File: src/rtl/flkal_pkg.sv
// Shared types, codes and helpers of the flocking alignment force block.
package flkal_pkg;

  localparam int unsigned WORD_W = 32;
  localparam int unsigned FUNC_W = 2;
  localparam int unsigned CFG_IDX_W = 3;
  localparam int unsigned SQRT_STEPS = 34;
  localparam int unsigned DEF_MAX_NEIGHBOURS = 64;
  localparam int unsigned DEF_FRAC_BITS = 16;

  localparam logic [FUNC_W-1:0] FUNC_CLEAR = 2'd0;
  localparam logic [FUNC_W-1:0] FUNC_APPEND = 2'd1;
  localparam logic [FUNC_W-1:0] FUNC_EVAL = 2'd2;

  localparam logic [CFG_IDX_W-1:0] REG_ENABLED = 3'd0;
  localparam logic [CFG_IDX_W-1:0] REG_MIN_DIST = 3'd1;
  localparam logic [CFG_IDX_W-1:0] REG_MAX_DIST = 3'd2;
  localparam logic [CFG_IDX_W-1:0] REG_LIN_GAIN = 3'd3;
  localparam logic [CFG_IDX_W-1:0] REG_ANG_GAIN = 3'd4;
  localparam logic [CFG_IDX_W-1:0] REG_ALL_GAIN = 3'd5;

  typedef struct packed {
    logic [FUNC_W-1:0] func;
    logic signed [WORD_W-1:0] pos_x;
    logic signed [WORD_W-1:0] pos_y;
    logic signed [WORD_W-1:0] pos_z;
    logic signed [WORD_W-1:0] lin_vel_x;
    logic signed [WORD_W-1:0] lin_vel_y;
    logic signed [WORD_W-1:0] lin_vel_z;
    logic signed [WORD_W-1:0] ang_vel_x;
    logic signed [WORD_W-1:0] ang_vel_y;
    logic signed [WORD_W-1:0] ang_vel_z;
  } in_payload_t;

  typedef struct packed {
    logic force_valid;
    logic signed [WORD_W-1:0] force_x;
    logic signed [WORD_W-1:0] force_y;
    logic signed [WORD_W-1:0] force_z;
    logic signed [WORD_W-1:0] torque_x;
    logic signed [WORD_W-1:0] torque_y;
    logic signed [WORD_W-1:0] torque_z;
  } out_payload_t;

  // controller -> datapath
  typedef struct packed {
    logic clr_cnt;
    logic append;
    logic capture;
    logic walk_init;
    logic rd;
    logic sq_clr;
    logic sq_mul;
    logic sq_acc;
    logic sq_src_avg;
    logic [1:0] k;
    logic sqrt_init;
    logic sqrt_step;
    logic qual;
    logic div_init;
    logic div_scale;
    logic div_step;
    logic avg_wr;
    logic [3:0] j;
    logic scale_calc;
    logic scale_one;
    logic st_mul;
    logic st_sat;
    logic [1:0] m;
    logic [2:0] c;
    logic emit;
    logic emit_valid;
  } flkal_cmd_t;

  // datapath -> controller
  typedef struct packed {
    logic full;
    logic cnt_zero;
    logic walk_last;
    logic n_zero;
    logic enabled;
    logic scale_ok;
  } flkal_sts_t;

  // dividend magnitude width: neighbour sums or the scale numerator
  function automatic int unsigned div_width(input int unsigned max_nb,
                                            input int unsigned frac);
    int unsigned sw;
    int unsigned nw;
    sw = 33 + $clog2(max_nb + 1);
    nw = 36 + frac;
    return (sw > nw) ? sw : nw;
  endfunction

  function automatic logic signed [WORD_W-1:0] sat32(input logic signed [71:0] v);
    logic signed [71:0] hi;
    logic signed [71:0] lo;
    hi = 72'sd2147483647;
    lo = -72'sd2147483648;
    if (v > hi) return 32'sh7FFFFFFF;
    if (v < lo) return 32'sh80000000;
    return v[WORD_W-1:0];
  endfunction

endpackage

File: src/rtl/flkal_ctrl.sv
// Controller: sequences the walk, square roots, divisions and steering chain.
module flkal_ctrl import flkal_pkg::*; #(
  parameter int unsigned MAX_NEIGHBOURS = DEF_MAX_NEIGHBOURS,
  parameter int unsigned FRAC_BITS = DEF_FRAC_BITS
) (
  input  logic              clk_i,
  input  logic              rst_ni,
  input  logic              in_valid_i,
  input  logic [FUNC_W-1:0] in_func_i,
  input  logic              out_ready_i,
  input  flkal_sts_t        sts_i,
  output logic              in_ready_o,
  output logic              out_valid_o,
  output flkal_cmd_t        cmd_o
);

  localparam int unsigned DW = div_width(MAX_NEIGHBOURS, FRAC_BITS);
  localparam int unsigned STEP_W = $clog2(DW);

  localparam logic [4:0] S_IDLE = 5'd0;
  localparam logic [4:0] S_RD   = 5'd1;
  localparam logic [4:0] S_SQM  = 5'd2;
  localparam logic [4:0] S_SQA  = 5'd3;
  localparam logic [4:0] S_SQI  = 5'd4;
  localparam logic [4:0] S_SQRT = 5'd5;
  localparam logic [4:0] S_QUAL = 5'd6;
  localparam logic [4:0] S_CHK  = 5'd7;
  localparam logic [4:0] S_DVI  = 5'd8;
  localparam logic [4:0] S_DIV  = 5'd9;
  localparam logic [4:0] S_DVW  = 5'd10;
  localparam logic [4:0] S_SCD  = 5'd11;
  localparam logic [4:0] S_SCW  = 5'd12;
  localparam logic [4:0] S_SC1  = 5'd13;
  localparam logic [4:0] S_STM  = 5'd14;
  localparam logic [4:0] S_STS  = 5'd15;
  localparam logic [4:0] S_EMIT = 5'd16;

  logic [4:0] state_q, state_d;
  logic [1:0] k_q, k_d, m_q, m_d;
  logic [3:0] j_q, j_d;
  logic [2:0] c_q, c_d;
  logic [STEP_W-1:0] step_q, step_d;
  logic avg_q, avg_d, dscale_q, dscale_d, fv_q, fv_d, ovld_q, ovld_d;
  logic accept;

  assign in_ready_o  = (state_q == S_IDLE);
  assign out_valid_o = ovld_q;
  assign accept      = in_valid_i && in_ready_o;

  always_comb begin
    state_d  = state_q;
    k_d      = k_q;
    m_d      = m_q;
    j_d      = j_q;
    c_d      = c_q;
    step_d   = step_q;
    avg_d    = avg_q;
    dscale_d = dscale_q;
    fv_d     = fv_q;
    ovld_d   = ovld_q && !out_ready_i;
    cmd_o    = '0;
    cmd_o.k  = k_q;
    cmd_o.m  = m_q;
    cmd_o.j  = j_q;
    cmd_o.c  = c_q;
    cmd_o.sq_src_avg = avg_q;
    cmd_o.div_scale  = dscale_q;
    cmd_o.emit_valid = fv_q;

    case (state_q)
      S_IDLE: begin
        if (accept) begin
          case (in_func_i)
            FUNC_CLEAR:  cmd_o.clr_cnt = 1'b1;
            FUNC_APPEND: cmd_o.append = 1'b1;
            FUNC_EVAL: begin
              cmd_o.capture   = 1'b1;
              cmd_o.walk_init = 1'b1;
              avg_d    = 1'b0;
              dscale_d = 1'b0;
              if (!sts_i.enabled || sts_i.cnt_zero) begin
                fv_d    = 1'b0;
                state_d = S_EMIT;
              end else begin
                state_d = S_RD;
              end
            end
            default: ;
          endcase
        end
      end
      S_RD: begin
        cmd_o.rd     = 1'b1;
        cmd_o.sq_clr = 1'b1;
        k_d     = '0;
        state_d = S_SQM;
      end
      S_SQM: begin
        cmd_o.sq_mul = 1'b1;
        state_d = S_SQA;
      end
      S_SQA: begin
        cmd_o.sq_acc = 1'b1;
        if (k_q == 2'd2) begin
          state_d = S_SQI;
        end else begin
          k_d     = k_q + 2'd1;
          state_d = S_SQM;
        end
      end
      S_SQI: begin
        cmd_o.sqrt_init = 1'b1;
        step_d  = '0;
        state_d = S_SQRT;
      end
      S_SQRT: begin
        cmd_o.sqrt_step = 1'b1;
        step_d = step_q + 1'b1;
        if (step_q == STEP_W'(SQRT_STEPS - 1)) begin
          if (avg_q) begin
            dscale_d = 1'b1;
            state_d  = S_SCD;
          end else begin
            state_d = S_QUAL;
          end
        end
      end
      S_QUAL: begin
        cmd_o.qual = 1'b1;
        state_d = sts_i.walk_last ? S_CHK : S_RD;
      end
      S_CHK: begin
        if (sts_i.n_zero) begin
          fv_d    = 1'b0;
          state_d = S_EMIT;
        end else begin
          j_d     = '0;
          state_d = S_DVI;
        end
      end
      S_DVI: begin
        cmd_o.div_init = 1'b1;
        step_d  = '0;
        state_d = S_DIV;
      end
      S_DIV: begin
        cmd_o.div_step = 1'b1;
        step_d = step_q + 1'b1;
        if (step_q == STEP_W'(DW - 1)) state_d = dscale_q ? S_SCW : S_DVW;
      end
      S_DVW: begin
        cmd_o.avg_wr = 1'b1;
        if (j_q == 4'd8) begin
          if (sts_i.scale_ok) begin
            cmd_o.sq_clr = 1'b1;
            avg_d   = 1'b1;
            k_d     = '0;
            state_d = S_SQM;
          end else begin
            state_d = S_SC1;
          end
        end else begin
          j_d     = j_q + 4'd1;
          state_d = S_DVI;
        end
      end
      S_SCD: begin
        cmd_o.div_init = 1'b1;
        step_d  = '0;
        state_d = S_DIV;
      end
      S_SCW, S_SC1: begin
        cmd_o.scale_calc = (state_q == S_SCW);
        cmd_o.scale_one  = (state_q == S_SC1);
        c_d     = '0;
        m_d     = '0;
        state_d = S_STM;
      end
      S_STM: begin
        cmd_o.st_mul = 1'b1;
        state_d = S_STS;
      end
      S_STS: begin
        cmd_o.st_sat = 1'b1;
        state_d = S_STM;
        if (m_q == 2'd2) begin
          m_d = '0;
          if (c_q == 3'd5) begin
            fv_d    = 1'b1;
            state_d = S_EMIT;
          end else begin
            c_d = c_q + 3'd1;
          end
        end else begin
          m_d = m_q + 2'd1;
        end
      end
      S_EMIT: begin
        if (!ovld_q || out_ready_i) begin
          cmd_o.emit = 1'b1;
          ovld_d  = 1'b1;
          state_d = S_IDLE;
        end
      end
      default: state_d = S_IDLE;
    endcase
  end

  always_ff @(posedge clk_i or negedge rst_ni) begin
    if (!rst_ni) begin
      state_q  <= S_IDLE;
      k_q      <= '0;
      m_q      <= '0;
      j_q      <= '0;
      c_q      <= '0;
      step_q   <= '0;
      avg_q    <= 1'b0;
      dscale_q <= 1'b0;
      fv_q     <= 1'b0;
      ovld_q   <= 1'b0;
    end else begin
      state_q  <= state_d;
      k_q      <= k_d;
      m_q      <= m_d;
      j_q      <= j_d;
      c_q      <= c_d;
      step_q   <= step_d;
      avg_q    <= avg_d;
      dscale_q <= dscale_d;
      fv_q     <= fv_d;
      ovld_q   <= ovld_d;
    end
  end

endmodule
File: config.mk
export PLATFORM = sky130hd
export DESIGN_NAME = flkal_ctrl
export DESIGN_NICKNAME = d
export VERILOG_FILES = /design/src/rtl/flkal_pkg.sv /design/src/rtl/flkal_ctrl.sv
export SDC_FILE = /design/constraint.sdc
export NUM_CORES = 1
export LEC_CHECK = 0
export BUFFER_PORTS_ARGS = -buffer_cell sky130_fd_sc_hd__buf_2
export CORE_MARGIN = 3
export CORE_UTILIZATION = 45
export CTS_CLUSTER_SIZE = 20
export DETAILED_ROUTE_END_ITERATION = 12
export GPL_ROUTABILITY_DRIVEN = 1
export PLACE_DENSITY = 0.68
export SLEW_MARGIN = 5
export SYNTH_ARGS = -nofsm -noshare
export SYNTH_HDL_FRONTEND = slang
export SYNTH_SLANG_ARGS = --single-unit
File: constraint.sdc
create_clock -name clk_i -period 1.7 [get_ports clk_i]
set_input_delay 0.085 -clock clk_i [delete_from_list [all_inputs] [get_ports clk_i]]
set_output_delay 0.085 -clock clk_i [all_outputs]
set_load 0.05 [all_outputs]
==> results.tsv <==
stage	metric	value	unit
clocking	total CTS buffers	3	
yosys	Distinct cells, synth	54	
sta	max-slew violation count	0	
setup_path	r2r setup slk	-60	ps
pwr	sequential fraction of design power	0.328	
global_routing	largest net degree at the start of global routing	27	
sta	Slew headroom	0.593	
sta	final worst setup slack	-102	ps
sta	Final Setup Violations	12	
setup_path	crit path DAT	1720	ps
layout	area growth from synthesis to layout	58.1	%
yosys	post-synthesis cell count	218	
placed_design	port buffer count	45	
outcome	status	finished with violations	
routing	drt total wl	5640	um
global_routing	vias in the first global route	1768	
global_routing	Total Routing Usage GR	0.202	
floorplanning	initial core utilization	0.486	
floorplanning	core area	3800	um2
clocking	clock buffer depth	2	
setup_path	crit-path max FO	5	
pwr	clock power share	0.201	
routing	1st-iter DRT viols	104	
layout	Nets	318	
floorplanning	Die Ht	70.1	um
clocking	Root Buffer	clkbuf_8	
setup_path	reg2reg path depth	7	
min_path	Hold Crit Class	in -> reg	
outcome	failing checks	setup timing	
setup_path	Crit path required time	1620	ps
placed_design	routability cong.	0.816	
pwr	Switching Share	0.440	
layout	Final Util	0.768	
floorplanning	num rows	22	
job	max-cap viol count	0	
yosys	Syn Area/Cell	8.47	um2
sta	setup TNS	-609	ps
setup_path	Worst setup SP type	register	
yosys	number of enable flip-flop cells after synthesis	0	
setup_path	critical path's slowest cell	dfrtp_2	
global_routing	Overflow after GRT	0	
clocking	Clock transition at path regs	100	ps
placed_design	Post-DP Area	2320	um2
yosys	synthesis-stage register bit count	26	
clocking	later-pin clock latency in the skew report	280	ps
setup_path	worst path bufs/invs	3	
pwr	Final Total Pwr	0.00271	W
sta	final hold vios	0	
routing	drt wl/cell	16.3	um
floorplanning	DIE WIDTH	70.1	um
setup_path	CP delay by family, top	buffers and inverters	
sta	Worst Clk Skew	3.06	ps
layout	fin area	2920	um2
floorplanning	io pins	47	
min_path	Worst Hold Path Cells	3	
min_path	Hold EP	out_valid_o$_DFF_PN0_	
routing	vias per cell	5.67	
placed_design	hpwl dp	3550	um
setup_path	path type of the worst setup path	reg -> out	
clocking	CTS HTree Levels	1	
sta	final worst path period share	1.06	
pwr	Static Leakage	1.31	nW
sta	Min Hold Slack	113	ps
yosys	net count after synthesis	237	
pwr	worst vdd ir	0.000909	V
yosys	Ys Warns	0	
sta	Final min period	1800	ps
pwr	combinational power share	0.471	
clocking	CTS Sinks	26	
pwr	internal power	0.00152	W
routing	# DRC	0	
sta	Tightest Pin Transition	611	ps
global_routing	antenna violations before repair	0	
layout	Filler cells	254	
setup_path	Crit. End Element	primary output	
sta	RSZ-0062 raised after global routing	true	
routing	via count	1963	
clocking	CTS tree	built	
yosys	asr flop ratio synth	1.00	
yosys	Primary FF master, synth	dfrtp_1	
routing	first drt pass iteration count	4	
pwr	PD cells	928	nW/um2
global_routing	global-route wire length before repair	8150	um
setup_path	r2r endpoint	fv_q$_DFFE_PN0P_	
yosys	Cell Area, Synth	1850	um2
layout	ANT cells	0	
sta	fmax	555	MHz
layout	layout cell share with drive strength beyond 1	0.520	
pwr	Sw Pwr	0.00119	W
routing	post-route ant nets	0	
setup_path	max incr delay on CP	460	ps
yosys	Seq/Total Area, Yosys	0.352	
min_path	Hold Path Origin	out_ready_i	
setup_path	FF-to-FF Start	state_q[1]$_DFFE_PN0P_	
floorplanning	die area	4910	um2
setup_path	crit path cell chain	buf_12 -> nor4_4 -> nand2_4 -> buf_4 -> nor2_4 -> buf_6	
[cells in the mapped netlist (2+ instances only)]
library cell,n,area [um2]
nor2_1,27,101
dfrtp_1,26,651
nand2_1,21,78.8
inv_1,13,48.8
o21ai_0,10,50.1
a21oi_1,8,40.0
buf_4,8,60.1
buf_2,7,35.0
ha_1,7,87.6
nand2b_1,7,43.8
xor2_1,7,61.3
nand3_1,6,30.0
nand3b_1,6,45.0
nor3_1,6,30.0
nand4_1,4,25.0
and3_1,3,18.8
nand4b_1,3,26.3
nor2b_1,3,18.8
o22ai_1,3,18.8
a21o_1,2,15.0
a22o_1,2,17.5
mux2_2,2,22.5
nand2_2,2,12.5
nor4_1,2,12.5
nor4b_1,2,17.5
o31ai_1,2,15.0
or3_1,2,12.5
[stage by stage]
stage / setup WS (ps) / instances
CTS: -123 / 334
detailed placement: -72.2 / 320
finish: -102 / 346
global route: -165 / 346
global placement: 34.7 / 320
floorplan: -163 / 218
[worst min-delay path: stages]
cell and delay, ps:
buf_2 70, nand2b_1 140, nand2_1 70
[power by group through the flow]
stage | registers (W) | logic (W) | clock network, W
after floorplan | 0.00111 | 0.000545 | 0
after global placement | 0.000885 | 0.00102 | 0
after detailed placement | 0.000891 | 0.00104 | 0
after CTS | 0.000879 | 0.00115 | 0.000542
after global routing | 0.000911 | 0.00137 | 0.000573
final | 0.000888 | 0.00128 | 0.000545
[cell families (layout without fill, tap and decap cells)]
kind of cell / after synthesis / in the layout / share of synthesized area
XOR/XNOR: 7 / 7 / 0.0332
buffers and inverters: 29 / 109 / 0.0799
AND/OR/NAND/NOR: 106 / 106 / 0.320
multiplexers: 3 / 3 / 0.0176
AO/OA/AOI/OAI: 40 / 40 / 0.150
adder cells (fa/ha/maj): 7 / 7 / 0.0474
flip-flops: 26 / 26 / 0.352
[flip-flops by register name, summed over array words and instances, names as in the netlist]
signal / cells
step_q: 6
state_q: 5
j_q: 4
c_q: 3
k_q: 2
m_q: 2
avg_q: 1
dscale_q: 1
fv_q: 1
out_valid_o: 1
[cell type report]
class	count	area (um2)	share of cell area
Clock buffer	3	41.3	0.0141
Clock inverter	1	30.0	0.0103
Inverter	13	52.6	0.0180
Multi-Input combinational cell	163	1310	0.450
Sequential cell	26	661	0.226
Tap cell	48	60.1	0.0206
Timing Repair Buffer	92	761	0.261
[layout by cell type, fill, tap and decap left out, types with 3 or more instances in the layout]
cell	Yosys	final
buf_4	8	39
buf_2	7	27
nor2_1	27	20
nand2_1	21	18
dfrtp_1	26	18
buf_6	0	18
inv_1	13	9
dfrtp_2	0	8
xor2_1	7	7
a21oi_1	8	7
o21ai_0	10	7
ha_1	7	7
nor2_4	0	6
nand3b_1	6	6
nor3_4	0	5
nand3_1	6	5
buf_8	0	5
nand4_1	4	4
nand2b_4	0	3
nand2_2	2	3
inv_2	0	3
nand4b_1	3	3
nand2b_1	7	3
o21ai_1	0	3
clkbuf_8	0	3
[worst max path at each step]
stage                            from                     end  slack [ps]  cells past startpoint
6_report       state_q[0]$_DFFE_PN0P_               cmd_o[30]        -100                      6
3_5_place_dp   state_q[1]$_DFFE_PN0P_  state_q[3]$_DFFE_PN0P_         -70                      6
5_1_grt        state_q[0]$_DFFE_PN0P_               cmd_o[32]        -160                      5
3_3_place_gp       c_q[1]$_DFFE_PN0P_  state_q[1]$_DFFE_PN0P_          30                      7
4_1_cts        state_q[0]$_DFFE_PN0P_               cmd_o[32]        -120                      5
2_1_floorplan  state_q[3]$_DFFE_PN0P_      k_q[0]$_DFFE_PN0P_        -160                      5
[layer usage]
layer  track usage  routed length [um]
met1         0.265                2320
met2         0.359                2960
met3        0.0187                 232
met4        0.0447                 127
met5             0                   0
[timing repair]
| item | 4_1_cts | 5_1_grt |
|---|---|---|
| buffers inserted | 10 | 12 |
| resized for setup | 51 | 47 |
| endpoints found under the setup margin | 22 | 31 |
| cloned | 0 | 1 |
| endpoints found under the hold margin | 26 | 0 |
| pin swaps | 3 | 16 |
| hold buffers | 1 | 0 |
No activity file was read; power rests on OpenSTA's default activity.
